File: config.mk
export PLATFORM = sky130hd
export DESIGN_NAME = source_text_tokenizer_top
export DESIGN_NICKNAME = d
export VERILOG_FILES = /design/src/design/stt_pkg.sv /design/src/design/source_text_tokenizer_top.sv
export SDC_FILE = /design/constraint.sdc
export NUM_CORES = 1
export LEC_CHECK = 0
export BUFFER_PORTS_ARGS = -buffer_cell sky130_fd_sc_hd__buf_4
export CORE_MARGIN = 3
export CORE_UTILIZATION = 66
export CTS_CLUSTER_DIAMETER = 50
export DETAILED_ROUTE_END_ITERATION = 10
export PLACE_DENSITY_LB_ADDON = 0.15
export SLEW_MARGIN = 30
export SYNTH_ARGS = -nofsm -noshare
export SYNTH_HDL_FRONTEND = slang
export SYNTH_SLANG_ARGS = --single-unit
File: constraint.sdc
create_clock -name clock -period 9.07 [get_ports clock]
set_input_delay 0.907 -clock clock [delete_from_list [all_inputs] [get_ports clock]]
set_output_delay 0.907 -clock clock [all_outputs]
set_load 0.01 [all_outputs]
File: src/design/stt_pkg.sv
// Shared constants, keyword tables and types of the source text tokenizer.
`timescale 1ns / 1ps
package stt_pkg;

   // Keyword table dimensions.
   localparam int KW_COUNT   = 12;
   localparam int KW_MAX_LEN = 6;
   localparam int KW_POS_W   = $clog2(KW_MAX_LEN);

   // Keyword spellings, zero padded past their length.
   localparam logic [7:0] KW_TEXT [KW_COUNT][KW_MAX_LEN] = '{
      '{"s", "t", "a", "r", "t", 8'h00},
      '{"e", "n", "d", 8'h00, 8'h00, 8'h00},
      '{"p", "r", "i", "n", "t", 8'h00},
      '{"i", "n", "t", 8'h00, 8'h00, 8'h00},
      '{"f", "l", "o", "a", "t", 8'h00},
      '{"s", "t", "r", "i", "n", "g"},
      '{"f", "u", "n", "c", "t", 8'h00},
      '{"r", "e", "t", "u", "r", "n"},
      '{"i", "f", 8'h00, 8'h00, 8'h00, 8'h00},
      '{"e", "l", "s", "e", 8'h00, 8'h00},
      '{"w", "h", "i", "l", "e", 8'h00},
      '{"f", "o", "r", 8'h00, 8'h00, 8'h00}
   };
   localparam logic [2:0] KW_LEN [KW_COUNT] = '{
      3'd5, 3'd3, 3'd5, 3'd3, 3'd5, 3'd6, 3'd5, 3'd6, 3'd2, 3'd4, 3'd5, 3'd3
   };

   // Lexer mode codes.
   localparam logic [2:0] MODE_IDLE  = 3'd0;
   localparam logic [2:0] MODE_IDENT = 3'd1;
   localparam logic [2:0] MODE_NUM   = 3'd2;
   localparam logic [2:0] MODE_STR   = 3'd3;
   localparam logic [2:0] MODE_ESC   = 3'd4;
   localparam logic [2:0] MODE_CMT   = 3'd5;
   localparam logic [2:0] MODE_OP    = 3'd6;

   // Result types.
   localparam logic [1:0] RT_VALUE = 2'd0;
   localparam logic [1:0] RT_END   = 2'd1;
   localparam logic [1:0] RT_ERROR = 2'd2;

   // Error codes.
   localparam logic [1:0] ERR_NONE         = 2'd0;
   localparam logic [1:0] ERR_UNEXPECTED   = 2'd1;
   localparam logic [1:0] ERR_LONE_OP      = 2'd2;
   localparam logic [1:0] ERR_UNTERMINATED = 2'd3;

   // Token kinds.
   localparam logic [5:0] KIND_NONE     = 6'd0;
   localparam logic [5:0] KIND_IDENT    = 6'd12;
   localparam logic [5:0] KIND_INT      = 6'd13;
   localparam logic [5:0] KIND_FLOAT    = 6'd14;
   localparam logic [5:0] KIND_STRING   = 6'd15;
   localparam logic [5:0] KIND_COMMA    = 6'd16;
   localparam logic [5:0] KIND_PLUS     = 6'd17;
   localparam logic [5:0] KIND_PLUS_EQ  = 6'd18;
   localparam logic [5:0] KIND_MINUS    = 6'd19;
   localparam logic [5:0] KIND_MINUS_EQ = 6'd20;
   localparam logic [5:0] KIND_STAR     = 6'd21;
   localparam logic [5:0] KIND_STAR_EQ  = 6'd22;
   localparam logic [5:0] KIND_SLASH    = 6'd23;
   localparam logic [5:0] KIND_SLASH_EQ = 6'd24;
   localparam logic [5:0] KIND_LPAREN   = 6'd25;
   localparam logic [5:0] KIND_RPAREN   = 6'd26;
   localparam logic [5:0] KIND_LBRACE   = 6'd27;
   localparam logic [5:0] KIND_RBRACE   = 6'd28;
   localparam logic [5:0] KIND_SEMI     = 6'd29;
   localparam logic [5:0] KIND_ASSIGN   = 6'd30;
   localparam logic [5:0] KIND_EQ       = 6'd31;
   localparam logic [5:0] KIND_GT       = 6'd32;
   localparam logic [5:0] KIND_GE       = 6'd33;
   localparam logic [5:0] KIND_LT       = 6'd34;
   localparam logic [5:0] KIND_NE_ANGLE = 6'd35;
   localparam logic [5:0] KIND_LE       = 6'd36;
   localparam logic [5:0] KIND_AND      = 6'd37;
   localparam logic [5:0] KIND_OR       = 6'd38;
   localparam logic [5:0] KIND_NOT      = 6'd39;
   localparam logic [5:0] KIND_NOT_EQ   = 6'd40;
   localparam logic [5:0] KIND_PERCENT  = 6'd41;
   localparam logic [5:0] KIND_EOF      = 6'd42;

   // Result queue depth.
   localparam int FIFO_DEPTH = 4;
   localparam int PTR_W      = $clog2(FIFO_DEPTH);
   localparam int CNT_W      = $clog2(FIFO_DEPTH + 1);

   // One result item as it sits in the queue.
   typedef struct packed {
      logic       last;
      logic [1:0] error_code;
      logic [5:0] token_kind;
      logic [7:0] value_byte;
      logic [1:0] result_type;
   } rsp_item_type;

endpackage

File: src/design/source_text_tokenizer_top.sv
// Byte-serial tokenizer: input register, token logic, result queue.
//
//  Channel | Direction | Handshake              | Payload
//  req     | in        | req_tvalid/req_tready  | tdata: in_byte; tlast: end_of_text
//  rsp     | out       | rsp_tvalid/rsp_tready  | tdata: value_byte, token_kind,
//          |           |                        |   error_code; tuser: result_type;
//          |           |                        |   tlast: last
//
// One byte is accepted per cycle while the queue has room for two results. A byte
// waits in the input register, then the token logic updates the lexer state and
// writes zero, one or two results into a four-entry result queue.
// Output drains one result per cycle while rsp_tready is high; a byte that causes two
// results needs two transfers. Reset puts the lexer in idle mode and empties the queue.
// A stalled output only blocks input once the queue lacks room for two results.
`timescale 1ns / 1ps
module source_text_tokenizer_top (
   input  logic        clock,
   input  logic        reset,
   input  logic        req_tvalid,
   output logic        req_tready,
   input  logic [7:0]  req_tdata,   // [7:0] in_byte
   input  logic        req_tlast,   // end_of_text
   output logic        rsp_tvalid,
   input  logic        rsp_tready,
   output logic [15:0] rsp_tdata,   // [7:0] value_byte, [13:8] token_kind,
                                    // [15:14] error_code
   output logic [1:0]  rsp_tuser,   // [1:0] result_type
   output logic        rsp_tlast    // last
);
   import stt_pkg::*;

   // Input register.
   logic       in_vld_ff, in_vld_in;
   logic [7:0] in_byte_ff;
   logic       in_eot_ff;
   logic       advance;

   // Lexer state.
   logic [2:0]          mode_ff, mode_in;
   logic [7:0]          pend_ff, pend_in;
   logic                point_ff, point_in;
   logic [KW_COUNT-1:0] mask_ff, mask_in;
   logic [2:0]          len_ff, len_in;
   logic                fin_ff, fin_in;

   // Result queue.
   rsp_item_type        fifo_mem [FIFO_DEPTH];
   logic [PTR_W-1:0]    wr_ptr_ff, wr_ptr_in;
   logic [PTR_W-1:0]    rd_ptr_ff, rd_ptr_in;
   logic [CNT_W-1:0]    cnt_ff, cnt_in;
   logic                pop;
   logic [1:0]          push_n;
   rsp_item_type        wr0, wr1;

   // Token logic signals.
   logic                 close_vld, main_vld;
   rsp_item_type         close_res, main_res;
   logic                 use_idle;
   logic                 idle_vld;
   rsp_item_type         idle_res;
   logic [2:0]           idle_mode;
   logic [7:0]           idle_pend;
   logic [KW_COUNT-1:0]  match_first, match_cur;
   logic [KW_POS_W-1:0]  cur_pos;
   logic [5:0]           word_kind;
   logic [6:0]           pair;
   logic [7:0]           c;
   logic                 c_alpha, c_digit, c_space, c_word;

   function automatic rsp_item_type mk_res(logic [1:0] rtype, logic [7:0] val,
                                           logic [5:0] kind, logic [1:0] err);
      rsp_item_type r;
      r.result_type = rtype;
      r.value_byte  = val;
      r.token_kind  = kind;
      r.error_code  = err;
      r.last        = 1'b0;
      return r;
   endfunction

   // Kind of a one-character operator that has no second character.
   function automatic logic [5:0] single_kind(logic [7:0] p);
      logic [5:0] k;
      case (p)
         "+":     k = KIND_PLUS;
         "-":     k = KIND_MINUS;
         "*":     k = KIND_STAR;
         "/":     k = KIND_SLASH;
         "=":     k = KIND_ASSIGN;
         ">":     k = KIND_GT;
         "<":     k = KIND_LT;
         "!":     k = KIND_NOT;
         default: k = KIND_NONE;
      endcase
      return k;
   endfunction

   // Two-character operator: bit 6 flags a match, the low bits hold the kind.
   function automatic logic [6:0] pair_kind(logic [7:0] p, logic [7:0] ch);
      logic [6:0] k;
      k = {1'b0, KIND_NONE};
      if (ch == "=") begin
         case (p)
            "+":     k = {1'b1, KIND_PLUS_EQ};
            "-":     k = {1'b1, KIND_MINUS_EQ};
            "*":     k = {1'b1, KIND_STAR_EQ};
            "/":     k = {1'b1, KIND_SLASH_EQ};
            "=":     k = {1'b1, KIND_EQ};
            ">":     k = {1'b1, KIND_GE};
            "<":     k = {1'b1, KIND_LE};
            "!":     k = {1'b1, KIND_NOT_EQ};
            default: k = {1'b0, KIND_NONE};
         endcase
      end else if (p == "<" && ch == ">") begin
         k = {1'b1, KIND_NE_ANGLE};
      end else if (p == "&" && ch == "&") begin
         k = {1'b1, KIND_AND};
      end else if (p == "|" && ch == "|") begin
         k = {1'b1, KIND_OR};
      end
      return k;
   endfunction

   function automatic logic [7:0] decode_escape(logic [7:0] ch);
      logic [7:0] v;
      case (ch)
         "n":     v = 8'd10;
         "r":     v = 8'd13;
         "t":     v = 8'd9;
         "\\":    v = "\\";
         "\"":    v = "\"";
         default: v = 8'h00;
      endcase
      return v;
   endfunction

   // Input handshake: the register moves on when the queue has room for two results.
   assign advance    = in_vld_ff && (cnt_ff <= CNT_W'(FIFO_DEPTH - 2));
   assign req_tready = !in_vld_ff || advance;
   assign in_vld_in  = (req_tvalid && req_tready) ? 1'b1 : (advance ? 1'b0 : in_vld_ff);

   always_ff @(posedge clock) begin
      if (reset) begin
         in_vld_ff <= 1'b0;
      end else begin
         in_vld_ff <= in_vld_in;
      end
   end

   always_ff @(posedge clock) begin
      if (req_tvalid && req_tready) begin
         in_byte_ff <= req_tdata;
         in_eot_ff  <= req_tlast;
      end
   end

   // Byte classes.
   assign c       = in_byte_ff;
   assign c_alpha = (c >= "a" && c <= "z") || (c >= "A" && c <= "Z");
   assign c_digit = (c >= "0" && c <= "9");
   assign c_space = (c == " ") || (c >= 8'd9 && c <= 8'd13);
   assign c_word  = c_alpha || c_digit || (c == "_");

   // Keyword match of this byte at the first and at the current position.
   assign cur_pos = (len_ff < 3'(KW_MAX_LEN)) ? KW_POS_W'(len_ff) : '0;
   always_comb begin
      for (int k = 0; k < KW_COUNT; k++) begin
         match_first[k] = (KW_TEXT[k][0] == c);
         match_cur[k]   = (KW_TEXT[k][cur_pos] == c);
      end
   end

   // Kind of the identifier that ends now: lowest matching keyword of the right length.
   always_comb begin
      word_kind = KIND_IDENT;
      for (int k = KW_COUNT - 1; k >= 0; k--) begin
         if (mask_ff[k] && KW_LEN[k] == len_ff) begin
            word_kind = 6'(k);
         end
      end
   end

   assign pair = pair_kind(pend_ff, c);

   // A byte seen from the idle mode, with the token state cleared.
   always_comb begin
      idle_vld  = 1'b0;
      idle_res  = mk_res(RT_VALUE, 8'h00, KIND_NONE, ERR_NONE);
      idle_mode = MODE_IDLE;
      idle_pend = 8'h00;
      if (c_alpha || c == "_") begin
         idle_vld  = 1'b1;
         idle_res  = mk_res(RT_VALUE, c, KIND_NONE, ERR_NONE);
         idle_mode = MODE_IDENT;
      end else if (c_space) begin
         idle_mode = MODE_IDLE;
      end else if (c_digit) begin
         idle_vld  = 1'b1;
         idle_res  = mk_res(RT_VALUE, c, KIND_NONE, ERR_NONE);
         idle_mode = MODE_NUM;
      end else if (c == "\"") begin
         idle_mode = MODE_STR;
      end else if (c == "#") begin
         idle_mode = MODE_CMT;
      end else begin
         case (c)
            ",": begin
               idle_vld = 1'b1;
               idle_res = mk_res(RT_END, 8'h00, KIND_COMMA, ERR_NONE);
            end
            "(": begin
               idle_vld = 1'b1;
               idle_res = mk_res(RT_END, 8'h00, KIND_LPAREN, ERR_NONE);
            end
            ")": begin
               idle_vld = 1'b1;
               idle_res = mk_res(RT_END, 8'h00, KIND_RPAREN, ERR_NONE);
            end
            "{": begin
               idle_vld = 1'b1;
               idle_res = mk_res(RT_END, 8'h00, KIND_LBRACE, ERR_NONE);
            end
            "}": begin
               idle_vld = 1'b1;
               idle_res = mk_res(RT_END, 8'h00, KIND_RBRACE, ERR_NONE);
            end
            ";": begin
               idle_vld = 1'b1;
               idle_res = mk_res(RT_END, 8'h00, KIND_SEMI, ERR_NONE);
            end
            "%": begin
               idle_vld = 1'b1;
               idle_res = mk_res(RT_END, 8'h00, KIND_PERCENT, ERR_NONE);
            end
            "+", "-", "*", "/", "=", ">", "<", "&", "|", "!": begin
               idle_mode = MODE_OP;
               idle_pend = c;
            end
            default: begin
               idle_vld = 1'b1;
               idle_res = mk_res(RT_ERROR, c, KIND_NONE, ERR_UNEXPECTED);
            end
         endcase
      end
   end

   // Main token logic: a closing result, then the result of the byte itself.
   always_comb begin
      close_vld = 1'b0;
      close_res = mk_res(RT_VALUE, 8'h00, KIND_NONE, ERR_NONE);
      main_vld  = 1'b0;
      main_res  = mk_res(RT_VALUE, 8'h00, KIND_NONE, ERR_NONE);
      use_idle  = 1'b0;
      mode_in   = mode_ff;
      pend_in   = pend_ff;
      point_in  = point_ff;
      mask_in   = mask_ff;
      len_in    = len_ff;
      fin_in    = fin_ff;
      if (fin_ff) begin
         main_vld = 1'b1;
         main_res = mk_res(RT_END, 8'h00, KIND_EOF, ERR_NONE);
      end else if (in_eot_ff) begin
         case (mode_ff)
            MODE_IDENT: begin
               close_vld = 1'b1;
               close_res = mk_res(RT_END, 8'h00, word_kind, ERR_NONE);
            end
            MODE_NUM: begin
               close_vld = 1'b1;
               close_res = mk_res(RT_END, 8'h00, point_ff ? KIND_FLOAT : KIND_INT,
                                  ERR_NONE);
            end
            MODE_STR, MODE_ESC: begin
               close_vld = 1'b1;
               close_res = mk_res(RT_ERROR, 8'h00, KIND_NONE, ERR_UNTERMINATED);
            end
            MODE_OP: begin
               close_vld = 1'b1;
               if (pend_ff == "&" || pend_ff == "|") begin
                  close_res = mk_res(RT_ERROR, pend_ff, KIND_NONE, ERR_LONE_OP);
               end else begin
                  close_res = mk_res(RT_END, 8'h00, single_kind(pend_ff), ERR_NONE);
               end
            end
            default: begin
               close_vld = 1'b0;
            end
         endcase
         main_vld = 1'b1;
         main_res = mk_res(RT_END, 8'h00, KIND_EOF, ERR_NONE);
         mode_in  = MODE_IDLE;
         pend_in  = 8'h00;
         point_in = 1'b0;
         mask_in  = '1;
         len_in   = 3'd0;
         fin_in   = 1'b1;
      end else begin
         case (mode_ff)
            MODE_IDENT: begin
               if (c_word) begin
                  main_vld = 1'b1;
                  main_res = mk_res(RT_VALUE, c, KIND_NONE, ERR_NONE);
                  mask_in  = (len_ff >= 3'(KW_MAX_LEN)) ? '0 : (mask_ff & match_cur);
                  len_in   = (len_ff == 3'd7) ? len_ff : len_ff + 3'd1;
               end else begin
                  close_vld = 1'b1;
                  close_res = mk_res(RT_END, 8'h00, word_kind, ERR_NONE);
                  use_idle  = 1'b1;
               end
            end
            MODE_NUM: begin
               if (c_digit || c == ".") begin
                  main_vld = 1'b1;
                  main_res = mk_res(RT_VALUE, c, KIND_NONE, ERR_NONE);
                  point_in = point_ff || (c == ".");
               end else begin
                  close_vld = 1'b1;
                  close_res = mk_res(RT_END, 8'h00, point_ff ? KIND_FLOAT : KIND_INT,
                                     ERR_NONE);
                  use_idle  = 1'b1;
               end
            end
            MODE_STR: begin
               if (c == "\"") begin
                  main_vld = 1'b1;
                  main_res = mk_res(RT_END, 8'h00, KIND_STRING, ERR_NONE);
                  mode_in  = MODE_IDLE;
               end else if (c == "\\") begin
                  mode_in = MODE_ESC;
               end else begin
                  main_vld = 1'b1;
                  main_res = mk_res(RT_VALUE, c, KIND_NONE, ERR_NONE);
               end
            end
            MODE_ESC: begin
               main_vld = 1'b1;
               main_res = mk_res(RT_VALUE, decode_escape(c), KIND_NONE, ERR_NONE);
               mode_in  = MODE_STR;
            end
            MODE_CMT: begin
               if (c == 8'd13 || c == 8'd10) begin
                  mode_in = MODE_IDLE;
               end
            end
            MODE_OP: begin
               if (pair[6]) begin
                  main_vld = 1'b1;
                  main_res = mk_res(RT_END, 8'h00, pair[5:0], ERR_NONE);
                  mode_in  = MODE_IDLE;
                  pend_in  = 8'h00;
               end else begin
                  close_vld = 1'b1;
                  if (pend_ff == "&" || pend_ff == "|") begin
                     close_res = mk_res(RT_ERROR, pend_ff, KIND_NONE, ERR_LONE_OP);
                  end else begin
                     close_res = mk_res(RT_END, 8'h00, single_kind(pend_ff), ERR_NONE);
                  end
                  use_idle = 1'b1;
               end
            end
            default: begin
               use_idle = 1'b1;
            end
         endcase
         // The byte starts a new token from a cleared state.
         if (use_idle) begin
            main_vld = idle_vld;
            main_res = idle_res;
            mode_in  = idle_mode;
            pend_in  = idle_pend;
            point_in = 1'b0;
            mask_in  = (idle_mode == MODE_IDENT) ? match_first : '1;
            len_in   = (idle_mode == MODE_IDENT) ? 3'd1 : 3'd0;
         end
      end
   end

   // Lexer state registers.
   always_ff @(posedge clock) begin
      if (reset) begin
         mode_ff  <= MODE_IDLE;
         pend_ff  <= 8'h00;
         point_ff <= 1'b0;
         mask_ff  <= '1;
         len_ff   <= 3'd0;
         fin_ff   <= 1'b0;
      end else if (advance) begin
         mode_ff  <= mode_in;
         pend_ff  <= pend_in;
         point_ff <= point_in;
         mask_ff  <= mask_in;
         len_ff   <= len_in;
         fin_ff   <= fin_in;
      end
   end

   // Pack the results of this transaction for the queue.
   always_comb begin
      push_n = advance ? (2'(close_vld) + 2'(main_vld)) : 2'd0;
      wr0    = close_vld ? close_res : main_res;
      wr0.last = !(close_vld && main_vld);
      wr1    = main_res;
      wr1.last = 1'b1;
   end

   // Result queue pointers and fill count.
   assign pop       = rsp_tvalid && rsp_tready;
   assign wr_ptr_in = wr_ptr_ff + PTR_W'(push_n);
   assign rd_ptr_in = rd_ptr_ff + PTR_W'(pop);
   assign cnt_in    = cnt_ff + CNT_W'(push_n) - CNT_W'(pop);

   always_ff @(posedge clock) begin
      if (reset) begin
         wr_ptr_ff <= '0;
         rd_ptr_ff <= '0;
         cnt_ff    <= '0;
      end else begin
         wr_ptr_ff <= wr_ptr_in;
         rd_ptr_ff <= rd_ptr_in;
         cnt_ff    <= cnt_in;
      end
   end

   always_ff @(posedge clock) begin
      if (push_n != 2'd0) begin
         fifo_mem[wr_ptr_ff] <= wr0;
      end
      if (push_n == 2'd2) begin
         fifo_mem[wr_ptr_ff + PTR_W'(1)] <= wr1;
      end
   end

   // Output side.
   assign rsp_tvalid = (cnt_ff != '0);
   assign rsp_tdata  = {fifo_mem[rd_ptr_ff].error_code, fifo_mem[rd_ptr_ff].token_kind,
                        fifo_mem[rd_ptr_ff].value_byte};
   assign rsp_tuser  = fifo_mem[rd_ptr_ff].result_type;
   assign rsp_tlast  = fifo_mem[rd_ptr_ff].last;

   // The queue never holds more than its depth.
   assert property (@(posedge clock) disable iff (reset) cnt_ff <= CNT_W'(FIFO_DEPTH))
      else $error("result queue overflow");

   // A pending operator byte exists only in operator mode.
   assert property (@(posedge clock) disable iff (reset)
      (mode_ff != MODE_OP) |-> (pend_ff == 8'h00))
      else $error("stale pending operator");

   // Once end of text is taken, the stream stays finished.
   assert property (@(posedge clock) disable iff (reset) fin_ff |=> fin_ff)
      else $error("finished flag dropped");

   // An open identifier has seen at least one byte.
   assert property (@(posedge clock) disable iff (reset)
      (mode_ff == MODE_IDENT) |-> (len_ff != 3'd0))
      else $error("identifier mode with zero length");

endmodule

==> reports/qor.csv <==
stage,metric,value,unit
status,status,"complete, but fails checks",
status,violated checks,design-rule violations,
detailed_routing,ANT nets after route,0,
sta,RSZ-0062 raised after global routing,no,
floorplan,top-level port count,34,
sta,Final period util,60.7,%
clock_tree,"CTS clk-pin slew, worst paths",0.06,ns
finish,footprint of the multi-input gates,5090,µm²
yosys,Synth Net Count,994,
place,dpl cell area,8910,µm²
floorplan,core area,12700,µm²
yosys,syn avg cell area,8.99,µm²
clock_tree,Clock Root Buffer,clkbuf_16,
clock_tree,clock tree buffer depth,2,
clock_tree,post-CTS setup buffers,0,
detailed_routing,Post-Route WL,29400,µm
place,placed cells,1103,
yosys,Synth Register Bits,121,
finish,Finished Layout Cells,1135,
finish,Synth-to-Final Area Change,10.1,%
finish,register area,3190,µm²
worst_setup_path,crit-path max cell delay,0.76,ns
floorplan,FP Rows,41,
detailed_routing,vias,8716,
finish,fin nets,980,
clock_tree,CTS Buf Count,17,
floorplan,die height,121,µm
global_routing,grt ovf,0,
yosys,post-synth top area cell,edfxtp_1,
sta,f_max,182,MHz
detailed_routing,wire per inst,25.9,µm
pwr,Peak VDD IR,120,µV
job,max_cap viols,0,
sta,hold_ws,0.488,ns
sta,min cycle time layout,5.50,ns
global_routing,GRT Total Usage,41.1,%
sta,TNS Setup,0,ns
yosys,Synth top area share,26.7,%
sta,setup violators final,0,
clock_tree,CTS tree,built,
place,Port Buffers,33,
yosys,yosys warns,0,
global_routing,largest net degree at the start of global routing,51,
yosys,post-synthesis sequential area ratio,36.8,%
global_routing,first-pass GRT wire length,46600,µm
finish,layout cell share with drive strength beyond 1,14.7,%
clock_tree,Post-CTS Hold Fix Bufs,0,
yosys,Post-Synthesis Cells,964,
yosys,"top cells by count, synth","79 x nand2_1, 77 x edfxtp_1, 71 x nor2_1, 65 x o21ai_0, 55 x clkbuf_1",
place,GPL Wtd Cong,1.07,
global_routing,initial antenna violation count,0,
sta,fin. max-slew vios,0,
worst_setup_path,Critical Path AT,5.48,ns
place,Post-DP HPWL,20300,µm
clock_tree,worst-skew pair later-pin latency,0.43,ns
floorplan,Die X,121,µm
worst_setup_path,Startpoint Class,flop,
yosys,Post-synth EDFFs,77,
yosys,ys async rst share,0,%
finish,design area,9550,µm²
clock_tree,# resized after CTS,0,
worst_setup_path,slowest CP cell,edfxtp_1,
worst_setup_path,CP Cell Sequence,or4b_1 -> nor4_4 -> a211oi_2 -> a21oi_4 -> a221o_1 -> inv_2 -> ha_1 -> o21ai_1 -> or3_1 -> nand2_1,
floorplan,area of the die,14500,µm²
finish,fillers,899,
clock_tree,Sink Count,121,
worst_setup_path,worst endpoint required time,9.05,ns
worst_setup_path,Worst Setup End Kind,flop,
sta,Tightest Pin Transition,0.943,ns
worst_setup_path,CP max FO,19,
yosys,"Distinct cells, synth",99,
yosys,most frequent cell after synthesis,nand2_1,
finish,Diodes inserted,0,
clock_tree,htree depth,4,
yosys,synthesized area,8670,µm²
detailed_routing,DRT Pass-1 Iters,11,
sta,Slew HR,37.0,%
pwr,Lkg Pwr,3.16,nW
yosys,main flop type after synthesis,edfxtp_1,
pwr,power density over the cells,196,nW/µm²
detailed_routing,drt drc,2,
finish,"Core Util, Final",75.0,%
detailed_routing,routed vias/inst,7.68,
global_routing,vias in the first global route,8268,
yosys,synth top area cells,"edfxtp_1 27%, dfxtp_1 10%, mux4_2 4.9%",
floorplan,initial core utilization,68.1,%
hold_path,Hold Path Class,reg2reg,
sta,clock skew,0.00687,ns
detailed_routing,initial DRC count,1565,
sta,"Hold Vio Cnt, Final",0,
worst_setup_path,crit path kind,reg2reg,
## final timing paths
kind	cells after the start	endpoint	slack, ns	startpoint
worst max-delay path	10	fifo_mem[0][4]	3.57	c[5]
worst min-delay path	1	fifo_mem[2][18]	0.49	fifo_mem[2][18]
worst max register to register	10	fifo_mem[0][4]	3.57	c[5]
worst min register to register	1	fifo_mem[2][18]	0.49	fifo_mem[2][18]
## metal layers
metal | share of wire, % | GRT usage [%]
met5 | 0 | 0
met4 | 7.1 | 23.2
met3 | 12 | 9.40
met2 | 47 | 67.2
met1 | 34 | 50.2
## cell type report
class,count,area share [%]
sequential,121,33.5
clock inverter,12,1.66
timing repair buffer,45,3.54
tap,172,2.25
multi-input combinational,746,53.3
clock buffer,20,5.02
inverter,19,0.747
## worst max-delay path: cells and delay by family, from the launching register on
family	cells	cell delay (ns)
and+or+nand+nor	4	2.22
AOI/OAI and AO/OA	4	1.43
buffers and inverters	1	0.21
adders and majority gates	1	0.41
DFF	1	0.76
## sequential cells by signal, summed over array words and instances, names as in the netlist
signal / count
c: 8
cnt_ff: 3
fifo_mem: 76
fin_ff: 1
in_eot_ff: 1
in_vld_ff: 1
len_ff: 3
mask_ff: 12
mode_ff: 3
pend_ff: 8
point_ff: 1
rd_ptr_ff: 2
wr_ptr_ff: 2
## through the flow
stage,power [mW],setup WS [ns]
after global placement,1.11,4.02
after detailed placement,1.13,3.76
after global routing,1.93,3.33
final,1.87,3.57
after floorplan,0.979,4.83
after CTS,1.86,3.72
## report_power, final
group	internal (mW)	leakage (nW)	switching (mW)
registers	0.630	1.07	0.0424
clock network	0.467	0.308	0.272
logic	0.200	1.79	0.263
## kinds of logic (layout without fill, tap and decap cells)
group           Yosys count  in the layout  share of synthesized area (%)
simple gates            373            373                           23.7
compound gates          306            306                           24.2
flops                   121            121                           36.8
buf+inv                  97             96                           4.50
xor+xnor                 28             28                           2.83
mux                      22             22                           5.30
fa+ha+maj                17             17                           2.54
## placed cells by master, fill, tap and decap left out, types with 8 or more instances in the layout
| master | count |
|---|---|
| o211ai_1 | 16 |
| nor4_1 | 12 |
| nor3_1 | 31 |
| buf_4 | 45 |
| a21oi_1 | 51 |
| inv_1 | 17 |
| clkbuf_16 | 19 |
| a22o_1 | 8 |
| edfxtp_1 | 77 |
| or3_1 | 11 |
| ha_1 | 16 |
| o22a_1 | 10 |
| nand3_1 | 35 |
| dfxtp_1 | 43 |
| nand2b_1 | 22 |
| o22ai_1 | 54 |
| mux4_2 | 19 |
| nand4_1 | 10 |
| or2_2 | 9 |
| and3_1 | 9 |
| and2_1 | 10 |
| xnor2_1 | 18 |
| nor2_1 | 71 |
| a31oi_1 | 12 |
| o21ai_0 | 65 |
| xor2_1 | 10 |
| nor2b_1 | 18 |
| a211oi_1 | 10 |
| nand2_1 | 79 |
No activity file was read; power rests on OpenSTA's default activity.
